**src/rtl/core/vwd_pkg.sv**
```systemverilog
// vwd_pkg: shared types and fixed field widths for the vertex weld block
// no dependencies

package vwd_pkg;

    // fixed field widths of the ports
    localparam int COORD_W  = 24;
    localparam int THRESH_W = 52;
    localparam int REMAP_W  = 10;
    localparam int TOTAL_W  = 11;

    // squared magnitude of one coordinate difference and the sum of three
    localparam int MAG_W = COORD_W;
    localparam int SQ_W  = 2 * MAG_W;
    localparam int SUM_W = SQ_W + 2;

    // one stored unique position
    typedef struct packed {
        logic signed [COORD_W-1:0] z;
        logic signed [COORD_W-1:0] y;
        logic signed [COORD_W-1:0] x;
    } pos_t;

    localparam int POS_W = $bits(pos_t);

    // status of the distance pipeline toward the sequencer
    typedef struct packed {
        logic busy;
        logic hit;
    } srch_t;

endpackage

```
**src/rtl/core/vwd_dist.sv**
```systemverilog
// vwd_dist: three-stage squared distance and threshold compare pipeline
// depends on vwd_pkg

module vwd_dist #(
    parameter int IDX_W = 10
) (
    input  logic                             aclk,
    input  logic                             aresetn,
    input  logic                             flush,
    input  logic                             in_valid,
    input  logic [IDX_W-1:0]                 in_idx,
    input  vwd_pkg::pos_t                    entry,
    input  vwd_pkg::pos_t                    pos,
    input  logic [vwd_pkg::THRESH_W-1:0]     threshold,
    output vwd_pkg::srch_t                   status,
    output logic [IDX_W-1:0]                 hit_idx
);

    localparam int CW = vwd_pkg::COORD_W;
    localparam int MW = vwd_pkg::MAG_W;
    localparam int QW = vwd_pkg::SQ_W;
    localparam int SW = vwd_pkg::SUM_W;
    localparam int TW = vwd_pkg::THRESH_W;

    logic              v_a_reg, v_a_next;
    logic              v_b_reg, v_b_next;
    logic              v_c_reg, v_c_next;
    logic [IDX_W-1:0]  idx_a_reg, idx_b_reg, idx_c_reg;
    logic [MW-1:0]     mag_x_reg, mag_y_reg, mag_z_reg;
    logic [MW-1:0]     mag_x_next, mag_y_next, mag_z_next;
    logic [QW-1:0]     sq_x_reg, sq_y_reg, sq_z_reg;
    logic              hit_c_reg, hit_c_next;
    logic [SW-1:0]     sum;

    // magnitude of a signed difference, which always fits the coordinate width
    function automatic logic [MW-1:0] abs_diff(logic signed [CW-1:0] a,
                                               logic signed [CW-1:0] b);
        logic signed [CW:0] d;
        logic signed [CW:0] m;
        d = (CW+1)'(a) - (CW+1)'(b);
        m = d[CW] ? -d : d;
        return m[MW-1:0];
    endfunction

    // stage a: coordinate differences
    always_comb begin
        mag_x_next = abs_diff(pos.x, entry.x);
        mag_y_next = abs_diff(pos.y, entry.y);
        mag_z_next = abs_diff(pos.z, entry.z);
    end

    // stage c: sum of squares against threshold
    always_comb begin
        sum        = SW'(sq_x_reg) + SW'(sq_y_reg) + SW'(sq_z_reg);
        hit_c_next = TW'(sum) < threshold;
    end

    // stage valids, cleared on flush
    always_comb begin
        v_a_next = in_valid && !flush;
        v_b_next = v_a_reg && !flush;
        v_c_next = v_b_reg && !flush;
    end

    always_ff @(posedge aclk) begin
        if (!aresetn) begin
            v_a_reg <= 1'b0;
            v_b_reg <= 1'b0;
            v_c_reg <= 1'b0;
        end else begin
            v_a_reg <= v_a_next;
            v_b_reg <= v_b_next;
            v_c_reg <= v_c_next;
        end
    end

    // datapath registers
    always_ff @(posedge aclk) begin
        idx_a_reg <= in_idx;
        mag_x_reg <= mag_x_next;
        mag_y_reg <= mag_y_next;
        mag_z_reg <= mag_z_next;
        idx_b_reg <= idx_a_reg;
        sq_x_reg  <= mag_x_reg * mag_x_reg;
        sq_y_reg  <= mag_y_reg * mag_y_reg;
        sq_z_reg  <= mag_z_reg * mag_z_reg;
        idx_c_reg <= idx_b_reg;
        hit_c_reg <= hit_c_next;
    end

    assign status.busy = v_a_reg || v_b_reg || v_c_reg;
    assign status.hit  = v_c_reg && hit_c_reg;
    assign hit_idx     = idx_c_reg;

endmodule

```
**config.mk**
```make
export PLATFORM = sky130hd
export DESIGN_NAME = vwd_dist
export DESIGN_NICKNAME = d
export VERILOG_FILES = /design/src/rtl/core/vwd_pkg.sv /design/src/rtl/core/vwd_dist.sv
export SDC_FILE = /design/constraint.sdc
export NUM_CORES = 2
export LEC_CHECK = 0
export ABC_AREA = 1
export BUFFER_PORTS_ARGS = -buffer_cell sky130_fd_sc_hd__buf_4
export CAP_MARGIN = 30
export CORE_MARGIN = 2
export CORE_UTILIZATION = 45
export DETAILED_ROUTE_END_ITERATION = 10
export PLACE_DENSITY = 0.7
export REMOVE_ABC_BUFFERS = 1
export SETUP_SLACK_MARGIN = 0.5
export SYNTH_ARGS = -nofsm -noshare
export SYNTH_HDL_FRONTEND = slang
export SYNTH_SLANG_ARGS = --single-unit
```
**constraint.sdc**
```tcl
create_clock -name aclk -period 6.3 [get_ports aclk]
set_input_delay 0.63 -clock aclk [delete_from_list [all_inputs] [get_ports aclk]]
set_output_delay 0.63 -clock aclk [all_outputs]
set_load 0.05 [all_outputs]
```
==> results.toml <==
[floorplan]
core_area_sq_mm = 0.148
die_x_microns = 390
fp.dieArea_sq_mm = 0.152
die_h_microns = 390
start_util_pct = 45.3
io-pin-count = 222
row_count = 141

[global_routing]
grt_pass1_wl_mm = 301
grt_max_degree = 24
track_usage_pct = 24.8
grt_antenna_before_repair = 4
overflow = 0
grt_pass1_vias = 59500

[logic_synthesis]
synth_edf_count = 0
mappedNetlistArea_sq_mm = 0.0669
synth_warnings = 0
ys.flop_type = "dfxtp_1"
synth.distinct_cells = 62
async_reset_ff_share_pct = 0
yosysSeqAreaShare_pct = 7.39
synth-seq-cells = 247
syn_inst = 8498
synth.avg_cell_area_sq_um = 7.87

[timing]
timing.final.crit_share_pct = 102
slew_violations = 0
skew_ns = 0.0335
rsz0062_at_grt = "true"
max_freq_ghz = 0.156
tightest_slew_ns = 0.770
relSlewSlack_pct = 48.1
setup_ws_ns = -0.113
hold_viol = 0
hold-worst-slack_ns = 0.156
setup_viol = 6
fin_crit_ns = 6.41

[clock_network]
clk_pin_slew_ns = 0.06
cts_tree = "built"
htreeDepth = 2
cts_buffers = 34
clk-insertion-delay-late_ns = 0.60
cts.sinks = 247
clk_path_buf_depth = 3
clockRootBuffer = "clkbuf_16"
ctsHoldBuffers = 0

[critical_path]
worst_ep_arrival_time_ns = 6.90
cp_slowest_stage_delay_ns = 0.54
path_class = "register to register"
critPathRequiredTime_ns = 6.79
cp_max_fo = 6
worst_setup_path_end_kind = "register"
crit_path_top_delay_cell = "fa_1"
regToRegSetupSlack_ns = -0.11
crit_path_start_kind = "register"

[cells_and_area]
drive_gt1_share_pct = 24.3
syn_to_final_growth_pct = 27.8
post-route-util_pct = 57.9
final_nets = 11800

[route]
drtIter0Drc = 3819
vias = 57600
dr.pass1.iters = 6
wirelength_mm = 199
wl_per_cell_microns = 17.3
antenna_left = 0
via_per_inst = 5.00
drc = 0

[placed_design]
gp_congestion = 0.960
portBuffers = 221
hpwlAfterDp_mm = 157

[min_path]
hold_class = "input pin to register"

[outcome]
violations = "setup timing"
status = "complete, but fails checks"

[job]
maxCapViolCount = 0
==> metal layers <==
layer | wire [microns] | vias to the layer above | track usage [%]
li1 | - | 26800 | -
met1 | 79400 | 28300 | 32.5
met2 | 95700 | 1945 | 42.1
met3 | 13500 | 553 | 2.94
met4 | 10800 | 2 | 9.23
met5 | 13 | - | 0
==> what timing repair did <==
item	CTS	global route
resized for setup	461	1089
pin swaps	173	511
endpoints found under the setup margin	104	107
gates cloned	11	11
hold endpoints to repair	0	0
setup buffers	87	163
==> Yosys cell counts (all sizes together) (55+ instances only) <==
library cell	n	area [sq um]
xor2	168	1500
fa	1317	26400
nand4	55	344
ha	694	8680
nand3	184	966
o21ai	186	953
a21oi	356	1820
nand2	1721	6520
clkbuf	149	561
inv	2665	10000
nor2	405	1580
dfxtp	247	4940
xnor2	102	916
==> cell type report <==
| type | count | area (sq um) |
|---|---|---|
| Fill cell | 12400 | 62200 |
| Multi-Input combinational cell | 5431 | 55900 |
| Timing Repair Buffer | 1176 | 10800 |
| Inverter | 2665 | 10000 |
| Sequential cell | 247 | 5150 |
| Tap cell | 1930 | 2410 |
| Clock buffer | 43 | 926 |
| Clock inverter | 18 | 211 |
| Antenna cell | 1 | 2.50 |
==> cells in the final DEF (no fill, tap or decap), types with 146 or more instances in the layout <==
master and count:
nor2_1 304, dfxtp_1 181, nand2_1 1466, fa_1 1231
nand3_1 146, ha_1 605, xor2_1 157, nand2_2 165
a21oi_1 242, buf_4 931, inv_2 204, inv_1 2458
==> cell families (layout without fill, tap and decap cells) <==
logic type	count (synthesis)	in the layout	share of synthesized area, %
buffers and inverters	2821	3902	15.9
DFF	247	247	7.39
other	2	4	0.0112
adders and majority gates	2011	2011	52.4
xor gates and xnor gates	270	270	3.61
AOI/OAI and AO/OA	677	677	5.64
and+or+nand+nor	2470	2470	15.1
==> critical path: cells and delay by family (launching register included) <==
family          cells  cell delay (ns)
compound gates      5             0.67
fa+ha+maj           8             3.76
buf+inv            11             1.18
flops               1             0.37
xor+xnor            1             0.26
simple gates        1             0.07
==> path summary, 6_finish.rpt <==
check	from	to	cells past startpoint
hold reg to reg	idx_b_reg[7]	hit_idx[7]	0
setup / recovery	mag_z_reg[6]	sq_z_reg[34]	26
setup reg to reg	mag_z_reg[6]	sq_z_reg[34]	26
hold / removal	in_idx[3]	idx_a_reg[3]	1
==> metrics by stage <==
| step | TNS [ns] | cells | worst slack (ns) | instance area, sq um |
|---|---|---|---|---|
| 2_1_floorplan | -0.0502 | 8343 | -0.0502 | 66300 |
| 3_3_place_gp | -5.24 | 11200 | -0.228 | 76100 |
| 3_5_place_dp | -9.22 | 11200 | -0.306 | 76100 |
| 4_1_cts | 0 | 11300 | 0.160 | 79900 |
| 5_1_grt | -2.80 | 11500 | -0.225 | 85500 |
| 6_report | -0.356 | 11500 | -0.113 | 85500 |
Power is left out: the tool's default activity adds up to more than one toggle a clock period on the data nets, which glitch-free logic cannot reach.
